**src/sv/lcdf_pkg.sv**
```systemverilog
// Shared types, constants and the byte-wise CRC-32 update for the
// length-prefixed CRC-32 frame deframer. No dependencies.
`default_nettype none

package lcdf_pkg;

  localparam int unsigned BYTE_W    = 8;
  localparam int unsigned WORD_W    = 32;
  localparam int unsigned HDR_BYTES = 8;
  localparam int unsigned HDR_IDX_W = 3;
  localparam int unsigned LEN_BYTES = 4;

  localparam logic [WORD_W-1:0] CRC_POLY = 32'hEDB8_8320;
  localparam logic [WORD_W-1:0] CRC_INIT = 32'hFFFF_FFFF;

  localparam logic [WORD_W-1:0]    HDR_LEN      = WORD_W'(HDR_BYTES);
  localparam logic [HDR_IDX_W-1:0] HDR_LAST_IDX = HDR_IDX_W'(HDR_BYTES - 1);
  localparam logic [HDR_IDX_W-1:0] LEN_LAST_IDX = HDR_IDX_W'(LEN_BYTES - 1);

  // One result transaction as held in the output register.
  typedef struct packed {
    logic [BYTE_W-1:0] payload_byte;
    logic              has_byte;
    logic              frame_end;
    logic              crc_ok;
    logic              length_bad;
  } result_t;

  // Reflected CRC-32, one byte folded in, eight shift steps.
  function automatic logic [WORD_W-1:0] crc32_byte(input logic [WORD_W-1:0] crc,
                                                   input logic [BYTE_W-1:0] data);
    logic [WORD_W-1:0] c;
    c = crc ^ {{(WORD_W-BYTE_W){1'b0}}, data};
    for (int b = 0; b < BYTE_W; b++) begin
      c = c[0] ? ((c >> 1) ^ CRC_POLY) : (c >> 1);
    end
    return c;
  endfunction

endpackage

`default_nettype wire

```
**src/sv/lcdf_ifs.sv**
```systemverilog
// Valid/ready channel interfaces of the frame deframer: received bytes in,
// payload and frame status out. Depends on lcdf_pkg.
`default_nettype none

interface lcdf_in_if;
  logic                             valid;
  logic                             ready;
  logic [lcdf_pkg::BYTE_W-1:0]      rx_byte;

  modport source (output valid, output rx_byte, input ready);
  modport sink   (input valid, input rx_byte, output ready);
endinterface

interface lcdf_out_if;
  logic                             valid;
  logic                             ready;
  logic [lcdf_pkg::BYTE_W-1:0]      payload_byte;
  logic                             has_byte;
  logic                             frame_end;
  logic                             crc_ok;
  logic                             length_bad;

  modport source (output valid, output payload_byte, output has_byte, output frame_end,
                  output crc_ok, output length_bad, input ready);
  modport sink   (input valid, input payload_byte, input has_byte, input frame_end,
                  input crc_ok, input length_bad, output ready);
endinterface

`default_nettype wire

```
**src/sv/length_crc32_packet_deframer.sv**
```systemverilog
// Length-prefixed frame deframer with CRC-32 payload check.
// An accepted byte is held in the input register; its result goes into the result
// register. Throughput: one byte per cycle unless a result stalls at the output,
// set by the combinational CRC byte update.
// Header bytes other than the last give no result and never wait on the output side.
// Reset (rst_n low, synchronous) empties both stages and returns to header parsing.
// Depends on lcdf_pkg and lcdf_ifs.
`default_nettype none

module length_crc32_packet_deframer (
  input  wire         clk,
  input  wire         rst_n,
  lcdf_in_if.sink     in_ch,
  lcdf_out_if.source  out_ch
);

  // input register
  logic                            s1_v_r;
  logic [lcdf_pkg::BYTE_W-1:0]     s1_byte_r;

  // frame state
  logic                            in_payload_r, in_payload_nxt;
  logic [lcdf_pkg::HDR_IDX_W-1:0]  hdr_idx_r, hdr_idx_nxt;
  logic [lcdf_pkg::WORD_W-1:0]     frame_len_r, frame_len_nxt;
  logic [lcdf_pkg::WORD_W-1:0]     exp_crc_r, exp_crc_nxt;
  logic [lcdf_pkg::WORD_W-1:0]     run_crc_r, run_crc_nxt;
  logic [lcdf_pkg::WORD_W-1:0]     bytes_left_r, bytes_left_nxt;

  // result register
  logic                            out_v_r;
  lcdf_pkg::result_t               res_r, res_nxt;

  logic                            emit;
  logic                            s1_go;
  logic [lcdf_pkg::WORD_W-1:0]     crc_upd;
  logic [lcdf_pkg::WORD_W-1:0]     len_shift;
  logic [lcdf_pkg::WORD_W-1:0]     crc_shift;
  logic                            len_short;

  assign crc_upd   = lcdf_pkg::crc32_byte(run_crc_r, s1_byte_r);
  assign len_shift = {frame_len_r[lcdf_pkg::WORD_W-lcdf_pkg::BYTE_W-1:0], s1_byte_r};
  assign crc_shift = {exp_crc_r[lcdf_pkg::WORD_W-lcdf_pkg::BYTE_W-1:0], s1_byte_r};
  assign len_short = frame_len_r < lcdf_pkg::HDR_LEN;

  always_comb begin
    in_payload_nxt = in_payload_r;
    hdr_idx_nxt    = hdr_idx_r;
    frame_len_nxt  = frame_len_r;
    exp_crc_nxt    = exp_crc_r;
    run_crc_nxt    = run_crc_r;
    bytes_left_nxt = bytes_left_r;
    emit           = 1'b0;
    res_nxt        = '0;
    if (in_payload_r) begin
      emit                 = 1'b1;
      bytes_left_nxt       = bytes_left_r - 1'b1;
      run_crc_nxt          = crc_upd;
      res_nxt.payload_byte = s1_byte_r;
      res_nxt.has_byte     = 1'b1;
      if (bytes_left_r == {{(lcdf_pkg::WORD_W-1){1'b0}}, 1'b1}) begin
        res_nxt.frame_end = 1'b1;
        res_nxt.crc_ok    = (crc_upd ^ lcdf_pkg::CRC_INIT) == exp_crc_r;
        in_payload_nxt    = 1'b0;
        hdr_idx_nxt       = '0;
        run_crc_nxt       = lcdf_pkg::CRC_INIT;
      end
    end else begin
      if (hdr_idx_r <= lcdf_pkg::LEN_LAST_IDX) begin
        frame_len_nxt = len_shift;
      end else begin
        exp_crc_nxt = crc_shift;
      end
      if (hdr_idx_r != lcdf_pkg::HDR_LAST_IDX) begin
        hdr_idx_nxt = hdr_idx_r + 1'b1;
      end else begin
        // header complete: length bytes already in, CRC gets its last byte now
        hdr_idx_nxt = '0;
        run_crc_nxt = lcdf_pkg::CRC_INIT;
        if (frame_len_r <= lcdf_pkg::HDR_LEN) begin
          emit               = 1'b1;
          res_nxt.frame_end  = 1'b1;
          res_nxt.length_bad = len_short;
          res_nxt.crc_ok     = !len_short && (crc_shift == '0);
        end else begin
          bytes_left_nxt = frame_len_r - lcdf_pkg::HDR_LEN;
          in_payload_nxt = 1'b1;
        end
      end
    end
  end

  // advance stage 1 when it holds no result-causing byte or the output slot frees up
  assign s1_go       = s1_v_r && (!emit || !out_v_r || out_ch.ready);
  assign in_ch.ready = !s1_v_r || s1_go;

  always_ff @(posedge clk) begin
    if (!rst_n) begin
      s1_v_r       <= 1'b0;
      out_v_r      <= 1'b0;
      in_payload_r <= 1'b0;
      hdr_idx_r    <= '0;
      run_crc_r    <= lcdf_pkg::CRC_INIT;
    end else begin
      if (in_ch.ready) begin
        s1_v_r <= in_ch.valid;
      end
      if (s1_go) begin
        in_payload_r <= in_payload_nxt;
        hdr_idx_r    <= hdr_idx_nxt;
        run_crc_r    <= run_crc_nxt;
      end
      if (s1_go && emit) begin
        out_v_r <= 1'b1;
      end else if (out_ch.ready) begin
        out_v_r <= 1'b0;
      end
    end
  end

  always_ff @(posedge clk) begin
    if (in_ch.ready && in_ch.valid) begin
      s1_byte_r <= in_ch.rx_byte;
    end
    if (s1_go) begin
      frame_len_r  <= frame_len_nxt;
      exp_crc_r    <= exp_crc_nxt;
      bytes_left_r <= bytes_left_nxt;
    end
    if (s1_go && emit) begin
      res_r <= res_nxt;
    end
  end

  assign out_ch.valid        = out_v_r;
  assign out_ch.payload_byte = res_r.payload_byte;
  assign out_ch.has_byte     = res_r.has_byte;
  assign out_ch.frame_end    = res_r.frame_end;
  assign out_ch.crc_ok       = res_r.crc_ok;
  assign out_ch.length_bad   = res_r.length_bad;

endmodule

`default_nettype wire

```
**src/flat_wrapper.sv**
```systemverilog
// flat-port wrapper written by rule: the top's interface ports become plain ports
module length_crc32_packet_deframer_flat 
  (clk, rst_n, in_ch_valid, in_ch_rx_byte, in_ch_ready, out_ch_valid, out_ch_payload_byte, out_ch_has_byte, out_ch_frame_end, out_ch_crc_ok, out_ch_length_bad, out_ch_ready);
  lcdf_in_if in_ch_i ();
  lcdf_out_if out_ch_i ();
  input  wire clk;
  input  wire rst_n;
  input wire logic [$bits(in_ch_i.valid)-1:0] in_ch_valid;
  input wire logic [$bits(in_ch_i.rx_byte)-1:0] in_ch_rx_byte;
  output wire logic [$bits(in_ch_i.ready)-1:0] in_ch_ready;
  output wire logic [$bits(out_ch_i.valid)-1:0] out_ch_valid;
  output wire logic [$bits(out_ch_i.payload_byte)-1:0] out_ch_payload_byte;
  output wire logic [$bits(out_ch_i.has_byte)-1:0] out_ch_has_byte;
  output wire logic [$bits(out_ch_i.frame_end)-1:0] out_ch_frame_end;
  output wire logic [$bits(out_ch_i.crc_ok)-1:0] out_ch_crc_ok;
  output wire logic [$bits(out_ch_i.length_bad)-1:0] out_ch_length_bad;
  input wire logic [$bits(out_ch_i.ready)-1:0] out_ch_ready;
  assign in_ch_i.valid = in_ch_valid;
  assign in_ch_i.rx_byte = in_ch_rx_byte;
  assign in_ch_ready = in_ch_i.ready;
  assign out_ch_valid = out_ch_i.valid;
  assign out_ch_payload_byte = out_ch_i.payload_byte;
  assign out_ch_has_byte = out_ch_i.has_byte;
  assign out_ch_frame_end = out_ch_i.frame_end;
  assign out_ch_crc_ok = out_ch_i.crc_ok;
  assign out_ch_length_bad = out_ch_i.length_bad;
  assign out_ch_i.ready = out_ch_ready;
  length_crc32_packet_deframer u_core (.clk(clk), .rst_n(rst_n), .in_ch(in_ch_i), .out_ch(out_ch_i));
endmodule
```
**config.mk**
```make
export PLATFORM = sky130hd
export DESIGN_NAME = length_crc32_packet_deframer_flat
export DESIGN_NICKNAME = d
export VERILOG_FILES = /design/src/sv/lcdf_pkg.sv /design/src/sv/lcdf_ifs.sv /design/src/sv/length_crc32_packet_deframer.sv /design/src/flat_wrapper.sv
export SDC_FILE = /design/constraint.sdc
export NUM_CORES = 1
export LEC_CHECK = 0
export ABC_CLOCK_PERIOD_IN_PS = 5700
export BUFFER_PORTS_ARGS = -buffer_cell sky130_fd_sc_hd__clkbuf_2
export CAP_MARGIN = 40
export CORE_MARGIN = 1
export CORE_UTILIZATION = 40
export CTS_BUF_LIST = sky130_fd_sc_hd__clkbuf_8
export DETAILED_ROUTE_END_ITERATION = 8
export GPL_TIMING_DRIVEN = 0
export PLACE_DENSITY = 0.55
export SYNTH_ARGS = -nofsm -noshare
export SYNTH_HDL_FRONTEND = slang
export SYNTH_SLANG_ARGS = --single-unit
```
**constraint.sdc**
```tcl
create_clock -name clk -period 5.7 [get_ports clk]
set_clock_uncertainty 0.1 [all_clocks]
set_input_delay 0.57 -clock clk [delete_from_list [all_inputs] [get_ports clk]]
set_output_delay 0.57 -clock clk [all_outputs]
set_load 0.01 [all_outputs]
```
Word-level counts from Yosys, hierarchy flattened:

Cells that the tools add are included.

* reduce and logical (&&, ||, !) cells: 19
* order comparisons: 3
* equal/unequal tests: 6
* bitwise logic cells: 13
* add/sub/neg operators: 3
* muxes and demuxes: 31

Operators with widths (number)
* $mux 32: 14
* $not 13->14: 8
* $eq 32x1->1 const B: 1
* $eq 32x32->1: 1
* $le 32x4->1 const B: 1
* $logic_not 32->1: 1
* $lt 32x4->1 const B: 1
* $not 32->32: 1
* $sub 32x1->32 const B: 1
* $sub 32x4->32 const B: 1
* $xor 32x8->32: 1
* $mux 3: 5
* $mux 1: 10
* $reduce_and 3->1: 3
* $logic_and 1x1->1: 4
* $logic_not 1->1: 4
* $mux 2: 2
* $ne 2x1->1 const B: 2
* $reduce_and 2->1: 2
* $add 3x1->3 const B: 1
* $le 3x2->1 const B: 1
* $logic_or 1x1->1: 3
* $ne 3x3->1 const B: 1
* $not 1->1: 3
* other kinds (3): 3

* input port bits: 12
* register bits after elaboration: 154
* output and inout bits: 14

Longest topological paths before layout:

* depth after elaboration: 21
* gate-level depth with buffers: 10
* depth with buffers taken out: 8

Worst setup path after synthesis:

Ideal clock, no wire load.

* kind: reg-to-reg
* start point: reg u_core.hdr_idx_r[0] (netlist name)
* end point: reg u_core.exp_crc_r[0] (netlist name) (enable)
* slack: 0.737 ns
* arrival: 4.361 ns
* stages on the path, launching flop included: 8
* clock period less this slack: 4.963 ns
* setup time: 0.501 ns
* cells stage by stage: dfxtp_1 ha_1 ha_1 nand3_1 nor4_2 o21ai_1 nand2_1 nor4_1

* cells in the longest elaborated chain, start to end: 8
* elaborated cells on any way between the ends: 10
* classes of those cells: 1 x order compare; 1 x eq/ne; 2 x mux; 1 x bitwise; 5 x reduce/logical

Ends and longest elaborated chain
* start, declared: line length_crc32_packet_deframer.sv:23 `logic [lcdf_pkg::HDR_IDX_W-1:0] hdr_idx_r, hdr_idx_nxt;`
* start signal, assigned: line length_crc32_packet_deframer.sv:109 `hdr_idx_r <= hdr_idx_nxt;`
* $ne 3x3->1: line length_crc32_packet_deframer.sv:73 `if (hdr_idx_r != lcdf_pkg::HDR_LAST_IDX) begin`
* $mux 1: line length_crc32_packet_deframer.sv:73
* $mux 1: line length_crc32_packet_deframer.sv:54 `if (in_payload_r) begin`
* $logic_not 1->1: line length_crc32_packet_deframer.sv:93 `assign s1_go = s1_v_r && (!emit || !out_v_r || out_ch.ready);`
* $logic_or 1x1->1 (2 in a row): line length_crc32_packet_deframer.sv:93
* $logic_and 1x1->1: line length_crc32_packet_deframer.sv:93
* $reduce_and 3->1 (no source line) *
* end signal, assigned: line length_crc32_packet_deframer.sv:126 `exp_crc_r <= exp_crc_nxt;`
* end, declared: line length_crc32_packet_deframer.sv:25 `logic [lcdf_pkg::WORD_W-1:0] exp_crc_r, exp_crc_nxt;`

Every way passes the cells marked *; elsewhere a longest branch is shown, timed or not.
A chain may end at the register's enable or synchronous reset.

Worst setup path in the final report:

* start point: reg u_core.frame_len_r[26] (netlist name)
* end point: out in_ch_ready

* cells in the longest elaborated chain, start to end: 9

Ends and longest elaborated chain
* start, declared: line length_crc32_packet_deframer.sv:24 `logic [lcdf_pkg::WORD_W-1:0] frame_len_r, frame_len_nxt;`
* start signal, assigned: line length_crc32_packet_deframer.sv:125 `frame_len_r <= frame_len_nxt;`
* $le 32x4->1: line length_crc32_packet_deframer.sv:79 `if (frame_len_r <= lcdf_pkg::HDR_LEN) begin`
* $mux 1: line length_crc32_packet_deframer.sv:79
* $mux 1: line length_crc32_packet_deframer.sv:73
* $mux 1: line length_crc32_packet_deframer.sv:54
* $logic_not 1->1: line length_crc32_packet_deframer.sv:93
* $logic_or 1x1->1 (2 in a row): line length_crc32_packet_deframer.sv:93
* $logic_and 1x1->1: line length_crc32_packet_deframer.sv:93
* $logic_or 1x1->1: line length_crc32_packet_deframer.sv:94 `assign in_ch.ready = !s1_v_r || s1_go;`
* end, declared: line flat_wrapper.sv:10 `output wire logic [$bits(in_ch_i.ready)-1:0] in_ch_ready;`

No other way between the ends.

==> metrics.txt <==
Hold WC Path Type input port to register; port bufs 24; antenna viol nets, final 0; die area 0.02097 sq mm; WP data arrival 2.79 ns; Async SR Flop Fraction 0%; post-CTS setup buffer count 0; total of max-cap violations 0; Avg Inst Size Synth 11.49 sq um; Distinct cells, synth 61; Final #Nets 780; final number of hold-violating endpoints 0; Max Root-Sink Buffers 2; vias in the first global route 5714; CTS Buf Count 17; num rows 51; residual DRC count 0; highest clock rate 289.3 MHz; pwr dens 267.3 mW/mm^2; commonest non-fill, non-tap cell in the layout edfxtp_1; clock-pin slew on the worst setup and hold paths 0.09 ns; dpl hpwl 14.99 mm; Synth Warn # 0; first-pass GRT wire length 31.86 mm; Die H 144.8 um; gr ovfl total 0; n_diodes 0; vias post-DR 5639; post-cts hold buffer count 0; Seq/Total Area, Yosys 52.03%; Synth Instances 710; pin count of the biggest net entering global routing 18; # resized after CTS 0; Power, Total 2.458 mW; Fillers 1824; All-Layer GR Usage 20.91%; startpoint types register; critical setup path kind register to output pin; Post-Synth Adder-Cell Area 0.9204%; sequence of cells on the critical path nor4_1, or4b_1, nor4_2, o21a_1, nand2_1, clkbuf_2; final setup fails 0; I/O Pins 26; GPL Wtd Cong 0.8709; clk root buf clkbuf_8; post-synthesis mux area share 0.9817%; number of max-slew violations in the final report 0; CP required 5.03 ns; top_reg_cell synth edfxtp_1; Sink Count 154; ratio of cells with drive above 1 in the final layout 13.42%; Worst VDD drop 0.0002194 V; mapped cell area 0.008157 sq mm; Lkg Pwr 3.149 nW; worst-skew pair later-pin latency 0.47 ns; area delta synth->final 12.75%; syn_nets 728; Iteration-0 DRC Markers 392; largest family of logic cells by synthesized area XOR/XNOR gates; Crit. End Element output pin; Simple-Gate Fraction of Synth Area 17.01%; Initial Util 41.37%; Final WS setup 2.244 ns; Max transition margin 40.15%; Worst Tran Pin Value 0.8933 ns; Core Region 0.01972 sq mm; RSZ-0062 raised after global routing false; Via density 5.422; first drt pass iteration count 5; Critical Path Max Stage Delay 0.62 ns; Slowest-stage cell, CP or4b_1; H-tree depth 4; r2r setup slk 2.26 ns; fin crit share 60.64%; commonest non-fill, non-tap cells in the layout 116 x edfxtp_1, 84 x xnor2_1, 79 x nor2_1; outcome finished, final reports clean; Sequential cell area 0.004244 sq mm; initial antenna violation count 0; Post-Synth XOR/XNOR Area 20.82%; Worst Path Max Fanout 5; CTS tree done; minimum clock period 3.456 ns; DR WL/cell 19.31 um; Synth Register Bits 154; area of the multi-input gates 0.003789 sq mm; WL final 20.09 mm; number of flops mapped to enable cells by yosys 116; DP Worst Slack 2.286 ns; Die Width 144.8 um; post-synthesis compound-gate area fraction 6.489%
## synth_stat cells (all sizes together) (3+ instances only)
| cell | instances | area [sq um] |
|---|---|---|
| nand2b | 7 | 43.79 |
| a21boi | 3 | 22.52 |
| a21oi | 23 | 115.1 |
| nor2 | 81 | 311.6 |
| and3 | 13 | 81.33 |
| xnor3 | 12 | 271.5 |
| nand4 | 7 | 43.79 |
| or4b | 3 | 33.78 |
| xnor2 | 96 | 975.9 |
| ha | 6 | 75.07 |
| nor2b | 4 | 25.02 |
| or2 | 5 | 31.29 |
| nand2 | 28 | 107.6 |
| mux2i | 8 | 80.08 |
| buf | 8 | 46.29 |
| nor3 | 47 | 235.2 |
| o21a | 5 | 37.54 |
| o31ai | 4 | 30.03 |
| nand3 | 9 | 45.04 |
| o21ai | 45 | 225.2 |
| nor4 | 27 | 193.9 |
| a31oi | 5 | 31.28 |
| inv | 6 | 22.52 |
| or4 | 7 | 60.06 |
| xor2 | 46 | 402.9 |
| edfxtp | 116 | 3483 |
| and2 | 12 | 76.33 |
| clkbuf | 17 | 73.82 |
| or3 | 7 | 45.05 |
| dfxtp | 38 | 760.7 |
## final timing paths
path                               startpoint                         endpoint  cells past startpoint
max          u_core.frame_len_r[26]$_DFFE_PP_                      in_ch_ready                      6
min                          in_ch_rx_byte[0]    u_core.s1_byte_r[0]$_DFFE_PP_                      1
max reg2reg     u_core.s1_byte_r[1]$_DFFE_PP_   u_core.out_ch.crc_ok$_DFFE_PP_                      7
min reg2reg   u_core.frame_len_r[0]$_DFFE_PP_  u_core.frame_len_r[8]$_DFFE_PP_                      0
## cell type report
type,count,area share (%)
clock buffer,17,2.544
sequential,154,46.15
buffer,25,1.306
multi-input combinational,525,41.20
tap,265,3.605
clock inverter,15,2.639
inverter,6,0.2449
timing repair buffer,33,2.313
## layer usage
metal	vias to the layer above	share of wire [%]	GRT usage, %
met2	157	44	30.79
met1	2794	49	30.36
li1	2662	-	-
met3	26	5.5	4.179
met5	-	0	0
met4	0	1.8	7.479
## metrics by stage
stage / instances / setup TNS [ns] / instance area [sq um] / util [%] / hold WS (ns)
6_report: 1040 / 0 / 9196 / 46.64 / 0.1740
5_1_grt: 1040 / 0 / 9196 / 46.64 / 0.1530
4_1_cts: 1040 / 0 / 9196 / 46.64 / 0.1594
3_5_place_dp: 1008 / 0 / 8720 / 44.22 / 0.3817
3_3_place_gp: 999 / -28.49 / 8608 / 43.66 / 0.3715
2_1_floorplan: 710 / 0 / 8157 / - / 0.3434
## critical path: cells and delay by family, from the launching register on
kind / cells / cell delay, ns
and+or+nand+nor: 4 / 1.54
DFF: 1 / 0.43
AOI/OAI and AO/OA: 1 / 0.19
buffers and inverters: 1 / 0.16
## flip-flops by register name (all words and copies together), names as in the netlist, 3 cells and up
name and cells:
u_core.bytes_left_r 32, u_core.run_crc_r 32, u_core.out_ch.payload_byte 8, u_core.hdr_idx_r 3
u_core.s1_byte_r 8, u_core.exp_crc_r 32, u_core.frame_len_r 32
## where the power goes
| group | total, mW | switching (mW) | internal (mW) |
|---|---|---|---|
| sequential | 1.24 | 0.0210 | 1.21 |
| combinational | 0.220 | 0.115 | 0.105 |
| clock | 1.00 | 0.436 | 0.567 |
## cell families after synthesis
| group | count (synthesis) |
|---|---|
| and+or+nand+nor | 263 |
| xor gates and xnor gates | 156 |
| DFF | 154 |
| AOI/OAI and AO/OA | 92 |
| buffers and inverters | 31 |
| muxes | 8 |
| adders and majority gates | 6 |
(Power assumes the default switching activity.)
